$ cat config.mk
export PLATFORM = sky130hd
export DESIGN_NAME = fir_filter_direct_form_core
export DESIGN_NICKNAME = d
export VERILOG_FILES = /design/src/rtl/fir_pkg.sv /design/src/rtl/fir_queue.sv /design/src/rtl/fir_apb_regs.sv /design/src/rtl/fir_front.sv /design/src/rtl/fir_back.sv /design/src/rtl/fir_filter_direct_form_core.sv
export SDC_FILE = /design/constraint.sdc
export NUM_CORES = 2
export LEC_CHECK = 0
export BUFFER_PORTS_ARGS = -buffer_cell sky130_fd_sc_hd__buf_2
export CAP_MARGIN = 20
export CORE_UTILIZATION = 55
export CTS_BUF_LIST = sky130_fd_sc_hd__clkbuf_8
export CTS_CLUSTER_SIZE = 12
export DETAILED_ROUTE_END_ITERATION = 8
export PLACE_DENSITY = 0.71
export RECOVER_POWER = 50
export SYNTH_ARGS = -nofsm -noshare
export SYNTH_HDL_FRONTEND = slang
export SYNTH_SLANG_ARGS = --single-unit
$ cat constraint.sdc
create_clock -name clk -period 17.2 [get_ports clk]
set_input_delay 0.86 -clock clk [delete_from_list [all_inputs] [get_ports clk]]
set_output_delay 0.86 -clock clk [all_outputs]
set_load 0.01 [all_outputs]
$ cat src/rtl/fir_pkg.sv
`timescale 1ns / 1ps
// Shared types and codes for the direct-form FIR filter.
// No dependencies; every other rtl file but fir_queue refers to it by scoped names.
package fir_pkg;

	// Command field of an input item
	localparam logic CMD_LOAD   = 1'b0;
	localparam logic CMD_SAMPLE = 1'b1;

	// Decoded operation handed from the front end to the MAC engine
	localparam logic [1:0] OP_NOP    = 2'd0;
	localparam logic [1:0] OP_LOAD   = 2'd1;
	localparam logic [1:0] OP_SAMPLE = 2'd2;

	// Configuration register word index (byte address / 4)
	localparam logic REG_TAPS_IN_USE = 1'b0;
	localparam logic [6:0] TAPS_IN_USE_RESET = 7'd64;

	typedef struct packed {
		logic               cmd;
		logic [5:0]         coef_index;
		logic signed [15:0] coef_value;
		logic signed [15:0] sample_in;
	} in_item_t;

	typedef struct packed {
		logic signed [15:0] sample_out;
		logic               clipped;
	} out_item_t;

	typedef struct packed {
		logic [1:0]         kind;
		logic [5:0]         index;
		logic signed [15:0] data;
	} op_t;

endpackage

$ cat src/rtl/fir_queue.sv
`timescale 1ns / 1ps
// Small register FIFO used between front end, MAC engine and result port.
// Depends on nothing.
module fir_queue #(
	parameter int W     = 8,
	parameter int DEPTH = 2
) (
	input  logic         clk,
	input  logic         arst_n,
	input  logic         push,
	input  logic [W-1:0] wdata,
	output logic         full,
	input  logic         pop,
	output logic [W-1:0] rdata,
	output logic         empty
);

	localparam int PW = (DEPTH > 1) ? $clog2(DEPTH) : 1;
	localparam int CW = $clog2(DEPTH + 1);

	logic [W-1:0]  slots_q [DEPTH];
	logic [PW-1:0] wr_q, rd_q;
	logic [CW-1:0] count_q;
	logic          do_push, do_pop;

	assign full    = (count_q == CW'(DEPTH));
	assign empty   = (count_q == '0);
	assign do_push = push && !full;
	assign do_pop  = pop && !empty;
	assign rdata   = slots_q[rd_q];

	always_ff @(posedge clk) begin
		if (do_push) slots_q[wr_q] <= wdata;
	end

	always_ff @(posedge clk or negedge arst_n) begin
		if (!arst_n) begin
			wr_q    <= '0;
			rd_q    <= '0;
			count_q <= '0;
		end else begin
			if (do_push) wr_q <= (wr_q == PW'(DEPTH - 1)) ? '0 : wr_q + 1'b1;
			if (do_pop)  rd_q <= (rd_q == PW'(DEPTH - 1)) ? '0 : rd_q + 1'b1;
			if (do_push && !do_pop)      count_q <= count_q + 1'b1;
			else if (do_pop && !do_push) count_q <= count_q - 1'b1;
		end
	end

endmodule

$ cat src/rtl/fir_apb_regs.sv
`timescale 1ns / 1ps
// APB register file: holds the taps_in_use setting.
// Depends on fir_pkg.
module fir_apb_regs (
	input  logic        clk,
	input  logic        arst_n,
	input  logic        psel,
	input  logic        penable,
	input  logic        pwrite,
	input  logic [2:0]  paddr,
	input  logic [31:0] pwdata,
	output logic [31:0] prdata,
	output logic [6:0]  taps_in_use
);

	logic [6:0] taps_q;
	logic       sel_taps;

	assign sel_taps    = (paddr[2] == fir_pkg::REG_TAPS_IN_USE);
	assign taps_in_use = taps_q;
	assign prdata      = sel_taps ? {25'd0, taps_q} : 32'd0;

	always_ff @(posedge clk or negedge arst_n) begin
		if (!arst_n) begin
			taps_q <= fir_pkg::TAPS_IN_USE_RESET;
		end else if (psel && penable && pwrite && sel_taps) begin
			taps_q <= pwdata[6:0];
		end
	end

endmodule

$ cat src/rtl/fir_front.sv
`timescale 1ns / 1ps
// Front end: takes input requests, decodes them into operations, queues them.
// Depends on fir_pkg and fir_queue.
module fir_front #(
	parameter int TAPS = 64
) (
	input  logic                clk,
	input  logic                arst_n,
	input  logic                push,
	input  fir_pkg::in_item_t   item,
	input  logic                hold,
	output logic                full,
	input  logic                op_pop,
	output fir_pkg::op_t        op,
	output logic                op_empty
);

	localparam logic [8:0] TAPS9 = 9'(TAPS);

	fir_pkg::op_t op_in;
	logic         q_full;

	// loads past the end of the store are dropped here as no-ops
	always_comb begin
		op_in.index = item.coef_index;
		if (item.cmd == fir_pkg::CMD_SAMPLE) begin
			op_in.kind = fir_pkg::OP_SAMPLE;
			op_in.data = item.sample_in;
		end else begin
			op_in.kind = ({3'b000, item.coef_index} < TAPS9) ? fir_pkg::OP_LOAD
			                                                 : fir_pkg::OP_NOP;
			op_in.data = item.coef_value;
		end
	end

	assign full = q_full || hold;

	fir_queue #(
		.W     ($bits(fir_pkg::op_t)),
		.DEPTH (2)
	) u_op_q (
		.clk    (clk),
		.arst_n (arst_n),
		.push   (push && !full),
		.wdata  (op_in),
		.full   (q_full),
		.pop    (op_pop),
		.rdata  (op),
		.empty  (op_empty)
	);

endmodule

$ cat src/rtl/fir_back.sv
`timescale 1ns / 1ps
// MAC engine: coefficient and delay-line memories, one multiply-accumulate per tap.
// Depends on fir_pkg.
module fir_back #(
	parameter int TAPS = 64
) (
	input  logic                 clk,
	input  logic                 arst_n,
	input  logic [6:0]           taps_in_use,
	input  fir_pkg::op_t         op,
	input  logic                 op_empty,
	output logic                 op_pop,
	input  logic                 res_full,
	output logic                 res_push,
	output fir_pkg::out_item_t   res,
	output logic                 clearing
);

	localparam int AW    = (TAPS > 1) ? $clog2(TAPS) : 1;
	localparam int ACC_W = 33 + AW;
	localparam int QW    = ACC_W - 15;
	localparam logic [AW-1:0] LAST_ADDR = AW'(TAPS - 1);
	localparam logic [8:0]    TAPS9     = 9'(TAPS);
	localparam logic signed [QW-1:0] QMAX = QW'(32767);
	localparam logic signed [QW-1:0] QMIN = QW'(-32768);

	localparam logic [2:0] S_CLEAR = 3'd0;
	localparam logic [2:0] S_IDLE  = 3'd1;
	localparam logic [2:0] S_RUN   = 3'd2;
	localparam logic [2:0] S_WAIT  = 3'd3;
	localparam logic [2:0] S_DONE  = 3'd4;

	logic signed [15:0] coef_mem [TAPS];
	logic signed [15:0] dly_mem  [TAPS];

	logic [2:0]    state_q;
	logic [AW-1:0] clr_q, head_q, ptr_q, k_q, last_q;
	logic [AW-1:0] head_nxt, last_tap;
	logic [8:0]    t9;

	logic          coef_we, dly_we, issue;
	logic [AW-1:0] coef_wa, dly_wa;
	logic signed [15:0] coef_wd, dly_wd;

	logic               v_s1, first_s1, last_s1;
	logic signed [15:0] coef_s1, samp_s1;
	logic               v_s2, first_s2, last_s2;
	logic signed [31:0] prod_s2;
	logic signed [ACC_W-1:0] acc_q;

	logic signed [QW-1:0] q;
	logic                 adj;

	assign clearing = (state_q == S_CLEAR);
	assign head_nxt = (head_q == LAST_ADDR) ? '0 : head_q + 1'b1;

	// taps_in_use clamped to 1..TAPS, held as index of the last tap
	assign t9 = {2'b00, taps_in_use};
	always_comb begin
		if (t9 == 9'd0)      last_tap = '0;
		else if (t9 > TAPS9) last_tap = LAST_ADDR;
		else                 last_tap = AW'(t9 - 9'd1);
	end

	always_comb begin
		coef_we = 1'b0;
		dly_we  = 1'b0;
		coef_wa = AW'(op.index);
		dly_wa  = head_nxt;
		coef_wd = op.data;
		dly_wd  = op.data;
		op_pop  = 1'b0;
		if (state_q == S_CLEAR) begin
			coef_we = 1'b1;
			dly_we  = 1'b1;
			coef_wa = clr_q;
			dly_wa  = clr_q;
			coef_wd = '0;
			dly_wd  = '0;
		end else if (state_q == S_IDLE && !op_empty) begin
			op_pop  = 1'b1;
			coef_we = (op.kind == fir_pkg::OP_LOAD);
			dly_we  = (op.kind == fir_pkg::OP_SAMPLE);
		end
	end

	assign issue = (state_q == S_RUN);

	always_ff @(posedge clk) begin
		if (coef_we) coef_mem[coef_wa] <= coef_wd;
		if (dly_we)  dly_mem[dly_wa]   <= dly_wd;
		if (issue) begin
			coef_s1 <= coef_mem[k_q];
			samp_s1 <= dly_mem[ptr_q];
		end
		prod_s2 <= coef_s1 * samp_s1;
	end

	always_ff @(posedge clk or negedge arst_n) begin
		if (!arst_n) begin
			state_q  <= S_CLEAR;
			clr_q    <= '0;
			head_q   <= '0;
			ptr_q    <= '0;
			k_q      <= '0;
			last_q   <= '0;
			v_s1     <= 1'b0;
			first_s1 <= 1'b0;
			last_s1  <= 1'b0;
			v_s2     <= 1'b0;
			first_s2 <= 1'b0;
			last_s2  <= 1'b0;
			acc_q    <= '0;
		end else begin
			v_s1     <= issue;
			first_s1 <= issue && (k_q == '0);
			last_s1  <= issue && (k_q == last_q);
			v_s2     <= v_s1;
			first_s2 <= first_s1;
			last_s2  <= last_s1;
			if (v_s2) acc_q <= (first_s2 ? '0 : acc_q) + ACC_W'(prod_s2);

			unique case (state_q)
				S_CLEAR: begin
					clr_q <= clr_q + 1'b1;
					if (clr_q == LAST_ADDR) state_q <= S_IDLE;
				end
				S_IDLE: begin
					if (!op_empty && op.kind == fir_pkg::OP_SAMPLE) begin
						head_q  <= head_nxt;
						ptr_q   <= head_nxt;
						k_q     <= '0;
						last_q  <= last_tap;
						state_q <= S_RUN;
					end
				end
				S_RUN: begin
					k_q   <= k_q + 1'b1;
					ptr_q <= (ptr_q == '0) ? LAST_ADDR : ptr_q - 1'b1;
					if (k_q == last_q) state_q <= S_WAIT;
				end
				S_WAIT: begin
					if (v_s2 && last_s2) state_q <= S_DONE;
				end
				S_DONE: begin
					if (!res_full) state_q <= S_IDLE;
				end
				default: state_q <= S_IDLE;
			endcase
		end
	end

	// divide by 2^15 truncating toward zero, then saturate
	assign adj = acc_q[ACC_W-1] && (acc_q[14:0] != 15'd0);
	assign q   = $signed(acc_q[ACC_W-1:15]) + $signed({{(QW-1){1'b0}}, adj});

	always_comb begin
		if (q > QMAX) begin
			res.sample_out = 16'sh7fff;
			res.clipped    = 1'b1;
		end else if (q < QMIN) begin
			res.sample_out = 16'sh8000;
			res.clipped    = 1'b1;
		end else begin
			res.sample_out = q[15:0];
			res.clipped    = 1'b0;
		end
	end

	assign res_push = (state_q == S_DONE) && !res_full;

endmodule

$ cat src/rtl/fir_filter_direct_form_core.sv
`timescale 1ns / 1ps
// Direct-form FIR filter, top level. Depends on fir_pkg, fir_apb_regs,
// fir_front, fir_back and fir_queue.
// Samples are filtered one at a time by the single multiply-accumulate unit over the n taps
// in use (n = 1..TAPS); the next sample starts once the last result is in the result queue.
// A coefficient load is written in the engine's idle state. Reset: asynchronous, active low,
// then a clearing pass over every address of both memories, full high.
module fir_filter_direct_form_core #(
	parameter int TAPS = 64
) (
	input  logic                clk,
	input  logic                arst_n,
	// configuration (APB)
	input  logic                psel,
	input  logic                penable,
	input  logic                pwrite,
	input  logic [2:0]          paddr,
	input  logic [31:0]         pwdata,
	output logic [31:0]         prdata,
	output logic                pready,
	// input requests
	input  logic                push,
	output logic                full,
	input  fir_pkg::in_item_t   item,
	// results
	output logic                empty,
	input  logic                pop,
	output fir_pkg::out_item_t  result
);

	logic [6:0]          taps_in_use;
	fir_pkg::op_t        op;
	logic                op_empty, op_pop;
	logic                res_full, res_push;
	fir_pkg::out_item_t  res;
	logic                clearing;

	// no wait states on the register port
	assign pready = 1'b1;

	fir_apb_regs u_regs (
		.clk         (clk),
		.arst_n      (arst_n),
		.psel        (psel),
		.penable     (penable),
		.pwrite      (pwrite),
		.paddr       (paddr),
		.pwdata      (pwdata),
		.prdata      (prdata),
		.taps_in_use (taps_in_use)
	);

	// Front end: decode each request (sample, coefficient load, or out-of-range
	// load dropped as a no-op) and queue it so the front need not wait on the MAC while the queue has room.
	fir_front #(
		.TAPS (TAPS)
	) u_front (
		.clk      (clk),
		.arst_n   (arst_n),
		.push     (push),
		.item     (item),
		.hold     (clearing),
		.full     (full),
		.op_pop   (op_pop),
		.op       (op),
		.op_empty (op_empty)
	);

	// Back end: circular delay line plus coefficient memory, one tap per cycle
	// through a read / multiply / accumulate pipeline.
	fir_back #(
		.TAPS (TAPS)
	) u_back (
		.clk         (clk),
		.arst_n      (arst_n),
		.taps_in_use (taps_in_use),
		.op          (op),
		.op_empty    (op_empty),
		.op_pop      (op_pop),
		.res_full    (res_full),
		.res_push    (res_push),
		.res         (res),
		.clearing    (clearing)
	);

	// Result queue decouples the engine from a stalled consumer.
	fir_queue #(
		.W     ($bits(fir_pkg::out_item_t)),
		.DEPTH (2)
	) u_res_q (
		.clk    (clk),
		.arst_n (arst_n),
		.push   (res_push),
		.wdata  (res),
		.full   (res_full),
		.pop    (pop),
		.rdata  (result),
		.empty  (empty)
	);

endmodule

==> run metrics <==
final total power=10.3 mW; min cycle time layout=8.47 ns; FMAX=0.118 GHz; critical path class=register to register; part of the cycle the worst path needs=0.493; distinct cell type count of the synthesized netlist=78; Wirelength per Cell=27.3 um; EDFF count, synth=2162; via count normalized by instance count=6.08; Worst Skew=0.0737 ns; kind of path behind the tightest hold check=input port to register; DRC Markers=0; share of synthesized cell area in full adder, half adder and majority cells=0.0693; number of fill cells in the layout=12.7k; detailed placer's ending HPWL=140 mm; maximum root-to-sink buffer count=4; port bufs=79; post-synthesis to final-layout area growth=10.4%; post-synthesis register bit count=2287; leading area contributor after synthesis=sky130_fd_sc_hd__edfxtp_1; Core Box Area=0.181 mm^2; first-pass GRT wire length=339 mm; H-Tree Depth=5; post-synth top area share=0.650; pin count of the biggest net entering global routing=117; number of post-CTS setup repair buffers=0; CP Data Arrival Time=8.92 ns; number of global-route vias before repair=52.1k; pre-CTS setup slack=10.20 ns; gate count of the mapped netlist=5314; overall overflow remaining after global route=0; proportion of power drawn by flip-flops and latches=0.585; kind of end point of the critical path=register; final design area excluding fillers=0.110 mm^2; Total Nets Final=6215; Clock Root Buffer=sky130_fd_sc_hd__clkbuf_8; max-slew violations=2455; Critical-path top delay cell=sky130_fd_sc_hd__nor2_1; share of the synthesized area in compound gates (AO/OA/AOI/OAI)=0.0227; simple-gate share of the synthesized area=0.0376; R2R setup slack=8.73 ns; chip width=428 um; number of standard cells in the layout, taps in and fillers out=8380; normalized max-slew margin=-1.96; clock edge transition at the registers on the reported setup and hold paths=0.06 ns; result of the run=finished, violations left; Finish-stage setup viols=0; Most Frequent Cell on Critical Path=sky130_fd_sc_hd__clkbuf_1; initial core utilization=0.554; family with the most delay on the worst path=buffers and inverters; flip-flop cell with the highest count after synthesis=sky130_fd_sc_hd__edfxtp_1; Layout Utilization=0.611; number of buffers and inverters on the critical path=3; number of vias in the routed layout=50.9k; final weighted congestion of routability-driven global placement=0.881; largest family of logic cells by synthesized area=multiplexers; sequence of cells on the critical path=clkbuf_1 > mux2i_1 > nor2_1 > clkbuf_1 > clkbuf_1; Logic pwr share=0.005; # Max-Cap Violations=44; Max Fanout on Critical Path=56; Syn. warnings=0; net switching power figure=2.08 mW; Hold WS=0.113 ns; DIE HEIGHT=428 um; Placed Instances=7721; internal portion of total power=8.21 mW; multiplexer fraction of the synthesized cell area=0.158; mean area per synthesized cell=18.8 um^2; violations in the final reports=capacitance limit, slew limit; total iterations of the first detailed-routing run=5; CTS tree=built; post-route setup slack=8.73 ns; Total GRT Usage=0.253; count of routing violations after the opening detailed-route iteration=5554; async set-reset flop share out of synthesis=0.0407; register area share after synthesis=0.679; setup TNS after final layout=0 ns; # IOs=133; sort of element at the start of the critical path=register; Sw Ratio=0.202; Pwr per Cell Area=93.2 mW/mm^2; insertion delay of the later-clocked pin in the worst-skew pair=1.08 ns; Leak=32.0 nW; Placed Area=0.104 mm^2; required time at the worst-slack endpoint=17.65 ns; clock share of power=0.410; initial antenna violation count=10; Synth Cell Area=0.0999 mm^2; number of sinks handled by clock tree synthesis=2287; standard-cell rows=156; share of cells above drive strength 1=0.231; overall die area=0.183 mm^2; most area-consuming cells after synthesis=sky130_fd_sc_hd__edfxtp_1 65%, sky130_fd_sc_hd__mux4_2 14%, sky130_fd_sc_hd__fa_1 5.3%; final hold violations=0; actual slew at the worst max-slew pin=4.44 ns; RSZ-0062 raised after global routing=false; post-synthesis xor/xnor area fraction=0.00973; number of CTS-inserted buffers=369; worst ir drop on vdd=0.0584 mV; Detail Route Antenna Nets=0; critical path's largest stage delay=2.06 ns; drt total wl=229 mm
[flip-flops by register name, indices dropped and copies added, names as in the netlist, 2 cells and up]
name and count:
u_front.u_op_q.slots_q 48, u_back.acc_q 39, u_back.coef_mem 1024, u_back.ptr_q 6, u_back.state_q 3, u_back.last_q 6
u_back.coef_s1 16, u_front.u_op_q.count_q 2, u_res_q.slots_q 34, u_res_q.count_q 2, u_back.samp_s1 16, u_back.head_q 6
u_back.k_q 6, u_back.dly_mem 1024, u_back.clr_q 6, u_regs.taps_in_use 7, u_back.prod_s2 32
[per-layer routing]
layer,wire [um],part of all wire,vias to the layer above,global-route usage
met1,93300,0.41,26779,0.360
met3,20700,0.091,369,0.0623
met5,152,0.00066,-,0.00494
li1,-,-,21517,-
met4,6340,0.028,10,0.0791
met2,108000,0.47,2254,0.390
[power groups by stage]
stage | clock network [mW] | logic (mW) | registers (mW)
global placement | 0 | 0.0454 | 6.13
detailed placement | 0 | 0.0460 | 6.13
CTS | 4.30 | 0.0493 | 6.02
floorplan | 0 | 0.0287 | 6.12
finish | 4.22 | 0.0476 | 6.02
global route | 4.54 | 0.0521 | 6.01
[worst paths after layout]
kind | startpoint | to | depth (start not counted)
max | u_front.u_op_q.rd_q$_DFFE_PN0P_ | u_back.coef_mem[47][9]$_DFFE_PP_ | 5
min | item[18] | u_front.u_op_q.slots_q[0][2]$_DFFE_PP_ | 2
max reg2reg | u_front.u_op_q.rd_q$_DFFE_PN0P_ | u_back.coef_mem[47][9]$_DFFE_PP_ | 5
min reg2reg | u_back.last_s1$_DFF_PN0_ | u_back.last_s2$_DFF_PN0_ | 0
max in group asynchronous | arst_n | u_back.ptr_q[1]$_DFFE_PN0P_ | 3
min in group asynchronous | arst_n | u_regs.taps_in_use[3]$_DFFE_PN0P_ | 2
[kinds of logic after synthesis]
kind of cell / Yosys count
compound gates: 353
xor+xnor: 111
fa+ha+maj: 396
buf+inv: 580
flops: 2287
mux: 775
other cells: 2
simple gates: 810
[Yosys cell counts (all sizes together), types with 4 or more instances]
cell       n
o21a      14
a21boi     5
or3        4
mux2i     57
fa       263
nor2b     56
nor2     256
mux4     636
o21ai    104
ha       132
a221oi    12
nand4      8
nand2    249
xor2      35
buf       90
nor4      11
o22ai      6
a41oi      5
and2     125
and3       9
o31ai      8
mux2      82
clkbuf   163
dfxtp     32
xnor2     76
o21bai    12
a31o       4
a21o      36
edfxtp  2162
inv      327
nor3      21
a22oi     13
a21oi     86
a211oi    14
a31oi     12
nand3     42
o211ai     4
nand2b    13
dfrtp     92
[cells in the final DEF (no fill, tap or decap), drive strengths merged, types with 92 or more instances in the layout]
master	instances
edfxtp	2162
o21ai	104
inv	449
buf	217
ha	132
clkinv	113
nand2	249
dfrtp	92
fa	263
and2	125
mux4	636
clkbuf	435
nor2	256
[timing repair]
| action | CTS | global route |
|---|---|---|
| resized for setup | 0 | 0 |
| hold buffers | 14 | 0 |
| hold endpoints to repair | 61 | 0 |
[area by class of cell]
class                      instances  area, um^2  share of cell area
multi-input combinational       2471       29900               0.271
tap                             2370        2970              0.0269
clock inverter                   251        1260              0.0114
sequential                      2287       67900               0.615
timing repair buffer             283        1840              0.0167
antenna                            8        20.0            0.000181
inverter                         327        1230              0.0111
clock buffer                     383        5270              0.0478
Note: power is estimated with default switching activity, not from simulation.
